### config.mk
export PLATFORM = sky130hd
export DESIGN_NAME = tacho_rpm_median_filter_unit
export DESIGN_NICKNAME = d
export VERILOG_FILES = /design/src/rtl/trmf_pkg.sv /design/src/rtl/tacho_rpm_median_filter_unit.sv /design/src/rtl/trmf_meas.sv /design/src/rtl/trmf_cell.sv
export SDC_FILE = /design/constraint.sdc
export NUM_CORES = 1
export LEC_CHECK = 0
export BUFFER_PORTS_ARGS = -buffer_cell sky130_fd_sc_hd__buf_4
export CAP_MARGIN = 25
export CORE_ASPECT_RATIO = 1.5
export CORE_MARGIN = 5
export CORE_UTILIZATION = 62
export DETAILED_ROUTE_END_ITERATION = 8
export GPL_TIMING_DRIVEN = 0
export PLACE_DENSITY = 0.8
export SETUP_SLACK_MARGIN = 0.3
export SYNTH_ARGS = -nofsm -noshare
export SYNTH_HDL_FRONTEND = slang
export SYNTH_SLANG_ARGS = --single-unit
### constraint.sdc
create_clock -name i_clk -period 12.9 [get_ports i_clk]
set_clock_uncertainty 0.2 [all_clocks]
set_input_delay 0.645 -clock i_clk [delete_from_list [all_inputs] [get_ports i_clk]]
set_output_delay 0.645 -clock i_clk [all_outputs]
set_load 0.005 [all_outputs]
### src/rtl/trmf_pkg.sv
package trmf_pkg;

    localparam int RPM_W    = 16;
    localparam int FACTOR_W = 8;
    localparam int PROD_W   = RPM_W + FACTOR_W;

    localparam logic [RPM_W-1:0]    RPM_MAX    = 16'hFFFF;
    localparam logic [RPM_W-1:0]    CNT_MAX    = 16'hFFFF;
    localparam logic [FACTOR_W-1:0] FACTOR_RST = 8'd30;

    // link handed from one cell to its right neighbour
    typedef struct packed {
        logic le;       // this cell's remaining value is <= new value
        logic rm_seen;  // the oldest entry sits at or left of this cell
    } t_link;

    // measurement status after a beat has been applied
    typedef struct packed {
        logic [RPM_W-1:0] latest;
        logic             stalled;
        logic             fresh;
    } t_status;

    typedef struct packed {
        logic [RPM_W-1:0] latest;
        logic [RPM_W-1:0] median;
        logic             stalled;
        logic             fresh;
    } t_result;

endpackage

### src/rtl/tacho_rpm_median_filter_unit.sv
// an accepted beat's result is registered in the output queue, shown when it reaches r_q0
// throughput: one beat per clock while the output queue has room; the whole window updates
//   through the sorted cell row combinationally, so only a full output queue holds the input
// the two-entry output queue still takes a beat while one result is held back
// reset (i_rst_n, synchronous, active low): counter, flags and latest rpm cleared,
//   window filled with zeros, factor back to 30, output queue emptied
module tacho_rpm_median_filter_unit #(
    parameter int WINDOW = 5
) (
    input  logic                              i_clk,
    input  logic                              i_rst_n,
    input  logic                              i_cfg_we,
    input  logic [trmf_pkg::FACTOR_W-1:0]     i_cfg_wdata,
    input  logic                              i_in_valid,
    output logic                              o_in_ready,
    input  logic                              i_tacho_edge,
    input  logic                              i_period_end,
    input  logic                              i_read_ack,
    output logic                              o_out_valid,
    input  logic                              i_out_ready,
    output logic [trmf_pkg::RPM_W-1:0]        o_latest_rpm,
    output logic [trmf_pkg::RPM_W-1:0]        o_median_rpm,
    output logic                              o_stalled,
    output logic                              o_fresh
);

    localparam int AGE_W = $clog2(WINDOW);
    localparam int MID   = WINDOW / 2;

    logic                       w_push;
    logic                       w_pop;
    logic                       w_ins;
    logic [trmf_pkg::RPM_W-1:0] w_rpm;
    trmf_pkg::t_status          w_next;
    trmf_pkg::t_result          w_result;

    // cell row; index 0 is the tie-off on the left end and index WINDOW on the right end
    trmf_pkg::t_link            w_link    [WINDOW+1];
    logic [trmf_pkg::RPM_W-1:0] w_u_value [WINDOW+1];
    logic [AGE_W-1:0]           w_u_age   [WINDOW+1];
    logic [trmf_pkg::RPM_W-1:0] w_value   [WINDOW+1];
    logic [AGE_W-1:0]           w_age     [WINDOW+1];
    logic [trmf_pkg::RPM_W-1:0] w_n_value [WINDOW];
    logic [WINDOW-1:0]          w_oldest;
    logic [WINDOW-2:0]          w_order;

    // output queue: r_q0 is the head shown on the ports
    trmf_pkg::t_result r_q0;
    trmf_pkg::t_result r_q1;
    logic [1:0]        r_cnt;

    assign o_in_ready = (r_cnt != 2'd2);
    assign o_out_valid = (r_cnt != 2'd0);
    assign w_push = i_in_valid & o_in_ready;
    assign w_pop  = o_out_valid & i_out_ready;
    assign w_ins  = w_push & i_period_end;

    trmf_meas u_meas (
        .i_clk        (i_clk),
        .i_rst_n      (i_rst_n),
        .i_cfg_we     (i_cfg_we),
        .i_cfg_wdata  (i_cfg_wdata),
        .i_take       (w_push),
        .i_tacho_edge (i_tacho_edge),
        .i_period_end (i_period_end),
        .i_read_ack   (i_read_ack),
        .o_rpm        (w_rpm),
        .o_next       (w_next)
    );

    // left end: new value may always land in cell 0, nothing removed yet
    assign w_link[0].le      = 1'b1;
    assign w_link[0].rm_seen = 1'b0;
    assign w_u_value[0]      = '0;
    assign w_u_age[0]        = '0;
    // right end: nothing beyond the last cell
    assign w_value[WINDOW]   = '0;
    assign w_age[WINDOW]     = '0;

    // cells are sorted ascending; each holds one window entry and its age
    for (genvar g = 0; g < WINDOW; g++) begin : g_cell
        trmf_cell #(
            .WINDOW (WINDOW),
            .AGE_W  (AGE_W),
            .INDEX  (g)
        ) u_cell (
            .i_clk          (i_clk),
            .i_rst_n        (i_rst_n),
            .i_ins          (w_ins),
            .i_x            (w_rpm),
            .i_link         (w_link[g]),
            .i_left_u_value (w_u_value[g]),
            .i_left_u_age   (w_u_age[g]),
            .i_right_value  (w_value[g+1]),
            .i_right_age    (w_age[g+1]),
            .o_link         (w_link[g+1]),
            .o_u_value      (w_u_value[g+1]),
            .o_u_age        (w_u_age[g+1]),
            .o_value        (w_value[g]),
            .o_age          (w_age[g]),
            .o_n_value      (w_n_value[g])
        );
        assign w_oldest[g] = (w_age[g] == AGE_W'(WINDOW - 1));
    end

    for (genvar g = 0; g < WINDOW - 1; g++) begin : g_order
        assign w_order[g] = (w_value[g] <= w_value[g+1]);
    end

    // median is the middle cell after this beat's insertion
    assign w_result.latest  = w_next.latest;
    assign w_result.median  = w_n_value[MID];
    assign w_result.stalled = w_next.stalled;
    assign w_result.fresh   = w_next.fresh;

    always_ff @(posedge i_clk) begin
        if (!i_rst_n) begin
            r_cnt <= 2'd0;
        end else begin
            priority if (w_push && !w_pop) begin
                r_cnt <= r_cnt + 2'd1;
            end else if (w_pop && !w_push) begin
                r_cnt <= r_cnt - 2'd1;
            end else begin
                r_cnt <= r_cnt;
            end
        end
    end

    always_ff @(posedge i_clk) begin
        priority if (r_cnt == 2'd0 || (r_cnt == 2'd1 && w_pop)) begin
            if (w_push) begin
                r_q0 <= w_result;
            end
        end else if (r_cnt == 2'd1) begin
            if (w_push) begin
                r_q1 <= w_result;
            end
        end else begin
            if (w_pop) begin
                r_q0 <= r_q1;
            end
        end
    end

    assign o_latest_rpm = r_q0.latest;
    assign o_median_rpm = r_q0.median;
    assign o_stalled    = r_q0.stalled;
    assign o_fresh      = r_q0.fresh;

    // exactly one entry of the window is the oldest
    a_one_oldest: assert property (@(posedge i_clk) disable iff (!i_rst_n)
        $onehot(w_oldest))
        else $error("window ages lost their single oldest entry");

    // the cell row stays sorted
    a_sorted: assert property (@(posedge i_clk) disable iff (!i_rst_n)
        &w_order)
        else $error("cell row out of order");

    // a beat taken into an empty queue is offered at the next edge
    a_empty_push: assert property (@(posedge i_clk) disable iff (!i_rst_n)
        (r_cnt == 2'd0 && w_push) |=> o_out_valid)
        else $error("result not presented after beat accepted");

    // a full queue drains by one on a pop and never overfills
    a_full_pop: assert property (@(posedge i_clk) disable iff (!i_rst_n)
        (r_cnt == 2'd2 && w_pop) |=> (r_cnt == 2'd1))
        else $error("queue count wrong after pop from full");

endmodule

### src/rtl/trmf_meas.sv
module trmf_meas (
    input  logic                             i_clk,
    input  logic                             i_rst_n,
    input  logic                             i_cfg_we,
    input  logic [trmf_pkg::FACTOR_W-1:0]    i_cfg_wdata,
    input  logic                             i_take,
    input  logic                             i_tacho_edge,
    input  logic                             i_period_end,
    input  logic                             i_read_ack,
    output logic [trmf_pkg::RPM_W-1:0]       o_rpm,
    output trmf_pkg::t_status                o_next
);

    logic [trmf_pkg::FACTOR_W-1:0] r_factor;
    logic [trmf_pkg::RPM_W-1:0]    r_count;
    logic [trmf_pkg::RPM_W-1:0]    r_latest;
    logic                          r_stall;
    logic                          r_fresh;

    logic [trmf_pkg::RPM_W-1:0]    n_count;
    logic [trmf_pkg::PROD_W-1:0]   w_prod;
    logic [trmf_pkg::RPM_W-1:0]    w_rpm;

    assign w_prod = trmf_pkg::PROD_W'(r_count) * trmf_pkg::PROD_W'(r_factor);
    assign w_rpm  = (w_prod[trmf_pkg::PROD_W-1:trmf_pkg::RPM_W] != '0)
                    ? trmf_pkg::RPM_MAX : w_prod[trmf_pkg::RPM_W-1:0];
    assign o_rpm  = w_rpm;

    always_comb begin
        o_next.latest  = i_period_end ? w_rpm : r_latest;
        o_next.stalled = i_period_end ? (r_count == '0) : r_stall;
        // ack first, so a period end in the same beat leaves fresh set
        o_next.fresh   = i_period_end | (r_fresh & ~i_read_ack);
        if (i_period_end) begin
            n_count = {{(trmf_pkg::RPM_W-1){1'b0}}, i_tacho_edge};
        end else if (i_tacho_edge && r_count != trmf_pkg::CNT_MAX) begin
            n_count = r_count + 1'b1;
        end else begin
            n_count = r_count;
        end
    end

    always_ff @(posedge i_clk) begin
        if (!i_rst_n) begin
            r_factor <= trmf_pkg::FACTOR_RST;
            r_count  <= '0;
            r_latest <= '0;
            r_stall  <= 1'b0;
            r_fresh  <= 1'b0;
        end else begin
            if (i_cfg_we) begin
                r_factor <= i_cfg_wdata;
            end
            if (i_take) begin
                r_count  <= n_count;
                r_latest <= o_next.latest;
                r_stall  <= o_next.stalled;
                r_fresh  <= o_next.fresh;
            end
        end
    end

endmodule

### src/rtl/trmf_cell.sv
module trmf_cell #(
    parameter int WINDOW = 5,
    parameter int AGE_W  = 3,
    parameter int INDEX  = 0
) (
    input  logic                        i_clk,
    input  logic                        i_rst_n,
    input  logic                        i_ins,
    input  logic [trmf_pkg::RPM_W-1:0]  i_x,
    input  trmf_pkg::t_link             i_link,
    input  logic [trmf_pkg::RPM_W-1:0]  i_left_u_value,
    input  logic [AGE_W-1:0]            i_left_u_age,
    input  logic [trmf_pkg::RPM_W-1:0]  i_right_value,
    input  logic [AGE_W-1:0]            i_right_age,
    output trmf_pkg::t_link             o_link,
    output logic [trmf_pkg::RPM_W-1:0]  o_u_value,
    output logic [AGE_W-1:0]            o_u_age,
    output logic [trmf_pkg::RPM_W-1:0]  o_value,
    output logic [AGE_W-1:0]            o_age,
    output logic [trmf_pkg::RPM_W-1:0]  o_n_value
);

    localparam bit LAST = (INDEX == WINDOW - 1);

    logic [trmf_pkg::RPM_W-1:0] r_value;
    logic [AGE_W-1:0]           r_age;
    logic [trmf_pkg::RPM_W-1:0] n_value;
    logic [AGE_W-1:0]           n_age;
    logic                       w_rm_here;
    logic                       w_le;

    // once the oldest entry is at or left of here, the survivors shift left
    assign w_rm_here = i_link.rm_seen | (r_age == AGE_W'(WINDOW - 1));
    assign o_u_value = w_rm_here ? i_right_value : r_value;
    assign o_u_age   = w_rm_here ? i_right_age : r_age;
    assign w_le      = LAST ? 1'b0 : (o_u_value <= i_x);

    assign o_link.le      = w_le;
    assign o_link.rm_seen = w_rm_here;

    always_comb begin
        if (w_le) begin
            n_value = o_u_value;
            n_age   = o_u_age + 1'b1;
        end else if (i_link.le) begin
            n_value = i_x;
            n_age   = '0;
        end else begin
            n_value = i_left_u_value;
            n_age   = i_left_u_age + 1'b1;
        end
    end

    assign o_value   = r_value;
    assign o_age     = r_age;
    assign o_n_value = i_ins ? n_value : r_value;

    always_ff @(posedge i_clk) begin
        if (!i_rst_n) begin
            r_value <= '0;
            r_age   <= AGE_W'(INDEX);
        end else if (i_ins) begin
            r_value <= n_value;
            r_age   <= n_age;
        end
    end

endmodule
# ---- After elaboration in Yosys (flattened, before gate mapping)
# Index checks and enable logic that the tools add are counted.
dict set report totals {
  elab_cells 108
  input_bits 16
  regBits 207
}
dict set report op_classes {
  n_reduce_logical 17
  n_mul 1
  order_cmp 4
  add_sub_neg 7
  mux 36
  eq_ne 9
  n_bitwise 10
}
# op count
set ops {}
lappend ops {{two-way mux 16 bit} 17}
lappend ops {{two-way mux 34 bit} 4}
lappend ops {{<= comparator 16 bit} 4}
lappend ops {{two-way mux 3 bit} 12}
lappend ops {{multiplier 16 x 8 -> 24 bit} 1}
lappend ops {{adder 16 x 1 -> 16 bit (second input constant)} 1}
lappend ops {{logical NOT 16 bit} 1}
lappend ops {{inequality test 16 bit (second input constant)} 1}
lappend ops {{adder 3 x 1 -> 3 bit (second input constant)} 4}
lappend ops {{== test 3 bit (second input constant)} 4}
lappend ops {{nonzero test 2 bit} 4}
lappend ops {{nonzero test 8 bit} 1}
lappend ops {{AND reduction 3 bit} 2}
lappend ops {{AND 1 bit} 4}
lappend ops {{logical AND 1 bit} 4}
lappend ops {{two-way mux 2 bit} 2}
lappend ops {{inequality test 2 bit (second input constant)} 2}
lappend ops {{OR 1 bit} 4}
lappend ops {{adder 2 x 1 -> 2 bit (second input constant)} 1}
lappend ops {{== test 2 x 1 -> 1 bit (second input constant)} 1}
lappend ops {{logical NOT 1 bit} 2}
lappend ops {{logical NOT 2 bit} 1}
lappend ops {{inequality test 2 x 1 -> 1 bit (second input constant)} 1}
lappend ops {{inverter 1 bit} 2}
lappend ops {{4 further kinds} 4}

# ---- Logic depth before layout (Yosys ltp)
dict set report depth {
  ltp_word 9
  ltp_mapped 35
  mapped_depth_nobuf 30
}

# ---- Modules after synthesis
# A second synthesis with hierarchy kept.
dict set report hier_totals {
  cells_unflattened 1951
  area_unflattened_um2 18484.0
}
# module area_each_um2 instances seq_area_each_um2 cells_per_inst
set by_module_without_submodules {}
lappend by_module_without_submodules {trmf_meas 7079.3 1 840.8 869}
lappend by_module_without_submodules {tacho_rpm_median_filter_unit 2676.3 1 2082.0 131}
lappend by_module_without_submodules {{trmf_cell (g_cell[3].u_cell)} 1925.6 1 380.4 206}
lappend by_module_without_submodules {{trmf_cell (g_cell[1].u_cell)} 1894.3 1 380.4 219}
lappend by_module_without_submodules {{trmf_cell (g_cell[2].u_cell)} 1848.0 1 380.4 195}
lappend by_module_without_submodules {{trmf_cell (g_cell[0].u_cell)} 1821.7 1 380.4 198}
lappend by_module_without_submodules {{trmf_cell (g_cell[4].u_cell)} 1238.7 1 380.4 133}

# ---- Least setup slack after synthesis
# No wires, ideal clock.
dict set report synth_timing {
  path_type {register to register}
  startpoint {register u_meas.r_count[10] (netlist name)}
  endpoint {register r_q0, in the netlist o_median_rpm[0], data pin}
  synth_period_minus_slack_ns 8.535
  required_time_ns 12.439
  path_buffers 3
  setup_slack_ns 4.365
  path_stages_with_launch 31
  arrival_time_ns 8.074
  cell_sequence {dfxtp_1 > clkbuf_1 > nand2_1 > fa_1 > fa_1 > fa_1 > inv_1 > fa_1 > ha_1 > clkbuf_1 > and3_1 > nand4_1 > a2111oi_0 > a211oi_2 > xnor2_1 > or4_4 > nor4b_4 > buf_2 > nand2_1 > inv_2 > ha_1 > a21o_1 > a21o_1 > a221o_1 > o21a_1 > a211oi_1 > nor3_1 > nand3_1 > a21boi_2 > a211oi_1 > o32a_1}
}
dict set report synth_between {
  elab_chain_cells 9
}
# element line
set synth_lines {}
lappend synth_lines {{start: declaration} trmf_meas.sv:15} ;# logic [trmf_pkg::RPM_W-1:0] r_count;
lappend synth_lines {{start signal: assignment} trmf_meas.sv:55} ;# r_count <= n_count;
lappend synth_lines {{multiplier 16 x 8 -> 24 bit *} trmf_meas.sv:24} ;# assign w_prod = trmf_pkg::PROD_W'(r_count) * trmf_pkg::PROD_W'(r_factor);
lappend synth_lines {{nonzero test 8 bit} trmf_meas.sv:25} ;# assign w_rpm = (w_prod[trmf_pkg::PROD_W-1:trmf_pkg::RPM_W] != '0)
lappend synth_lines {{two-way mux 16 bit *} trmf_meas.sv:26} ;# ? trmf_pkg::RPM_MAX : w_prod[trmf_pkg::RPM_W-1:0];
lappend synth_lines {{<= comparator 16 bit} trmf_cell.sv:36} ;# assign w_le = LAST ? 1'b0 : (o_u_value <= i_x);
lappend synth_lines {{two-way mux 16 bit} trmf_cell.sv:45} ;# end else if (i_link.le) begin
lappend synth_lines {{two-way mux 16 bit *} trmf_cell.sv:42} ;# if (w_le) begin
lappend synth_lines {{two-way mux 16 bit *} trmf_cell.sv:56} ;# assign o_n_value = i_ins ? n_value : r_value;
lappend synth_lines {{two-way mux 34 bit *} tacho_rpm_median_filter_unit.sv:132} ;# if (w_push) begin
lappend synth_lines {{two-way mux 34 bit *} tacho_rpm_median_filter_unit.sv:131} ;# priority if (r_cnt == 2'd0 || (r_cnt == 2'd1 && w_pop)) begin
lappend synth_lines {{end signal: assignment} tacho_rpm_median_filter_unit.sv:133} ;# r_q0 <= w_result;
lappend synth_lines {{end signal: assignment} tacho_rpm_median_filter_unit.sv:141} ;# r_q0 <= r_q1;
lappend synth_lines {{end: declaration} tacho_rpm_median_filter_unit.sv:48} ;# trmf_pkg::t_result r_q0;
# Mark *: on every way between the ends. The rest lies on a longest branch, timed or not. The select of a mux whose other input is x is not followed.
# A chain may end at the register's enable or synchronous reset.

# ---- Final worst setup path
dict set report layout_timing {
  startpoint {register u_meas.r_factor[6] (netlist name)}
  endpoint {register r_q0, in the netlist o_median_rpm[3], data pin}
}
dict set report layout_between {
  elab_chain_cells 9
}
# element line
set layout_lines {}
lappend layout_lines {{start: declaration} trmf_meas.sv:14} ;# logic [trmf_pkg::FACTOR_W-1:0] r_factor;
lappend layout_lines {{start signal: assignment} trmf_meas.sv:45} ;# r_factor <= trmf_pkg::FACTOR_RST;
lappend layout_lines {{start signal: assignment} trmf_meas.sv:52} ;# r_factor <= i_cfg_wdata;
lappend layout_lines {{multiplier 16 x 8 -> 24 bit *} trmf_meas.sv:24}
lappend layout_lines {{nonzero test 8 bit} trmf_meas.sv:25}
lappend layout_lines {{two-way mux 16 bit *} trmf_meas.sv:26}
lappend layout_lines {{<= comparator 16 bit} trmf_cell.sv:36}
lappend layout_lines {{two-way mux 16 bit} trmf_cell.sv:45}
lappend layout_lines {{two-way mux 16 bit *} trmf_cell.sv:42}
lappend layout_lines {{two-way mux 16 bit *} trmf_cell.sv:56}
lappend layout_lines {{via g_cell[2].u_cell.o_n_value (one bit)} trmf_cell.sv:20} ;# output logic [trmf_pkg::RPM_W-1:0] o_n_value
lappend layout_lines {{two-way mux 34 bit *} tacho_rpm_median_filter_unit.sv:132}
lappend layout_lines {{two-way mux 34 bit *} tacho_rpm_median_filter_unit.sv:131}
# The timed path passes the listed nets; every way through them passes the cells marked *. The select of a mux whose other input is x is not followed.

==> impl_metrics.yaml <==
critical_path:
  reg2reg_from: "u_meas.r_factor[6]"
  r2r_cells: 30
  cp-start-kind: "register"
  required_ps: 13000
  max_stage_delay_ps: 650
  arrival_ps: 11040
  r2r_setup_slack_ps: 1960
  end_kind: "register"
  worst-path-max-fanout: 10
  reg2reg_to: "o_median_rpm[3]"
  crit_top_cell: "fa_1"
  crit_slowest_cell: "or4_4"
  criticalPathCategory: "reg2reg"
sta:
  rsz0062_at_grt: "no"
  max_freq_mhz: 91.4
  holdWs_ps: 124
  finalCriticalPeriod_ps: 10940
  finalCritPeriodShare_pct: 84.8
  finalSetupViolCount: 0
  maxSlewHeadroom_pct: 31.0
  worstMarginPinSlew_ps: 1040
  finalSetupTns_ps: 0
  finalHoldViolCount: 0
  final-max-slew-violation-count: 0
global_routing:
  use_met1_pct: 41.3
  grt_overflow_total: 0
  antenna_found_initial: 0
  use_met3_pct: 5.97
  grt_pass1_vias: 15600
  grt_start_max_net_pins: 23
  grtUsageMet2_pct: 66.0
  grt.busiest_layer: "met2"
  track_usage_pct: 38.5
  grt_first_pass_wirelength_mm: 88.3
clock_tree:
  cts_root_buffer: "clkbuf_16"
  clkSinkCount: 207
  max-clock-path-buffers: 3
  path_clk_slew_ps: 70
  clock_latency_ps: 550
  cts_buffers: 22
  post_cts_buffers: 0
  hold_buffers: 0
  cts_resized: 0
  cts_tree: "yes"
  htreeDepth: 1
synthesis:
  synthArstFlopShare_pct: 0
  synth_largest_area_cell: "dfxtp_1"
  syn_area_um2: 16400
  ys_ff_latch: 207
  synth_ff_type: "dfxtp_1"
  synth_area_leaders: "dfxtp_1, edfxtp_1, fa_1"
  postSynthCellCount: 1830
  yosysWarnings: 0
  synth_area_per_cell_um2: 8.98
  synth-edff-count: 68
  syn-num-nets: 2044
  yosysSeqAreaShare_pct: 29.3
  yosysUniqueCellTypes: 85
  synth_top_area_share_pct: 16.9
detailed_routing:
  vias_per_cell: 6.72
  vias: 15200
  wl_mm: 57.8
  drc: 0
  wl_per_cell_um: 25.5
  drtIter0Drc: 1394
  ant_nets: 0
  drtPass1Iterations: 8
power:
  p_per_area_nw_per_um2: 159
  vdd_drop_max_mv: 0.114
  p_clk_share_pct: 23.2
  netSwitchingFraction_pct: 43.3
  power.switching_w: 0.00124
  pwr-share-comb_pct: 47.0
  p_int_w: 0.00163
  p_leak_nw: 8.08
  sequentialPowerShare_pct: 29.8
cells_and_area:
  area_growth_pct: 9.77
  design_area_um2: 18000
  layout.cells.non_filler: 2264
  final_cell_mix: "nand2_1, inv_1, dfxtp_1"
  nets: 2125
  final_common_cell: "nand2_1"
  diodes: 0
  drive_gt1_share_pct: 11.8
  fin_util_pct: 68.6
floorplanning:
  top_level_ports: 52
  die_area_um2: 29900
  die_y_um: 209
  rows: 73
  core_area_um2: 26300
  die_x_um: 143
  start_util_pct: 62.5
outcome:
  status: "finished clean"
hold_path:
  hold_path.class: "in2reg"
  holdPathStages: 3
  min_from: "i_cfg_wdata[2]"
  hold_end: "u_meas.r_factor[2]"
run:
  drv_cap: 0
placed_design:
  dpl.cell_count: 2224
  hpwl_mm: 43.5
  place.gp.congestion: 1.05
  post_dp_cell_area_um2: 17300
  port_buffers: 50
## routing by layer
layer | part of all wire, % | vias to the layer above
li1 | - | 6665
met1 | 33 | 7348
met2 | 49 | 861
met3 | 7.5 | 334
met4 | 10 | 0
met5 | 0 | -
## flip-flops by register name (all words and copies together), names as in the netlist, 2 cells and up
name / count
u_meas.r_factor: 8
g_cell.u_cell.o_age: 15
r_q1: 34
o_latest_rpm: 16
u_meas.r_latest: 16
u_meas.r_count: 16
r_cnt: 2
o_median_rpm: 16
g_cell.u_cell.o_value: 80
## cell type report
| cell class | count | area (um^2) |
|---|---|---|
| multi-input combinational | 1357 | 10600 |
| fill | 2153 | 8260 |
| sequential | 207 | 4820 |
| clock buffer | 27 | 591 |
| inverter | 151 | 567 |
| buffer | 115 | 484 |
| timing repair buffer | 57 | 445 |
| tap | 337 | 422 |
| clock inverter | 13 | 141 |
## critical path, delay by kind of cell, from the launching register on
family,cells,cell delay (ps)
buffers and inverters,6,1710
adder cells (fa/ha/maj),6,2830
XOR/XNOR,1,160
AND/OR/NAND/NOR,6,1960
AO/OA/AOI/OAI,10,2820
multiplexers,1,440
flip-flops,1,550
## power groups by stage
stage | sequential, W | clock [W] | combinational (W)
final | 0.000856 | 0.000666 | 0.00135
after global routing | 0.000861 | 0.000689 | 0.00141
after CTS | 0.000854 | 0.000660 | 0.00129
after detailed placement | 0.000866 | 0 | 0.00128
after global placement | 0.000866 | 0 | 0.00125
after floorplan | 0.000857 | 0 | 0.000798
## cells by family after synthesis
kind of cell / count (synthesis) / share of synthesized area [%]
compound gates: 405 / 17.1
xor+xnor: 36 / 1.92
fa+ha+maj: 198 / 18.9
buf+inv: 266 / 6.39
flops: 207 / 29.3
mux: 149 / 9.65
simple gates: 569 / 16.7
## how the worst max path moves through the flow
| stage | startpoint | end |
|---|---|---|
| floorplan | u_meas.r_count[10] | o_median_rpm[0] |
| global route | u_meas.r_factor[6] | o_median_rpm[3] |
| detailed placement | u_meas.r_factor[6] | o_median_rpm[4] |
| global placement | u_meas.r_factor[6] | o_median_rpm[3] |
| finish | u_meas.r_factor[6] | o_median_rpm[3] |
| CTS | u_meas.r_factor[6] | o_median_rpm[3] |
## cell usage after synthesis, drive strengths merged, types with 18 or more instances
cell type	instances
a211oi	19
a21o	24
a21oi	75
and2	102
buf	35
clkbuf	80
dfxtp	139
edfxtp	68
fa	84
ha	114
inv	151
mux2	76
mux2i	73
nand2	231
nand3	44
nand4	23
nor2	99
o211ai	18
o21ai	100
o311ai	22
xor2	20
## through the flow
step,power (W),setup slack (ps)
3_3_place_gp,0.00211,2540
5_1_grt,0.00296,1550
4_1_cts,0.00280,2410
6_report,0.00287,1960
2_1_floorplan,0.00165,4370
3_5_place_dp,0.00214,2450
Note: power is estimated with default switching activity, not from simulation.
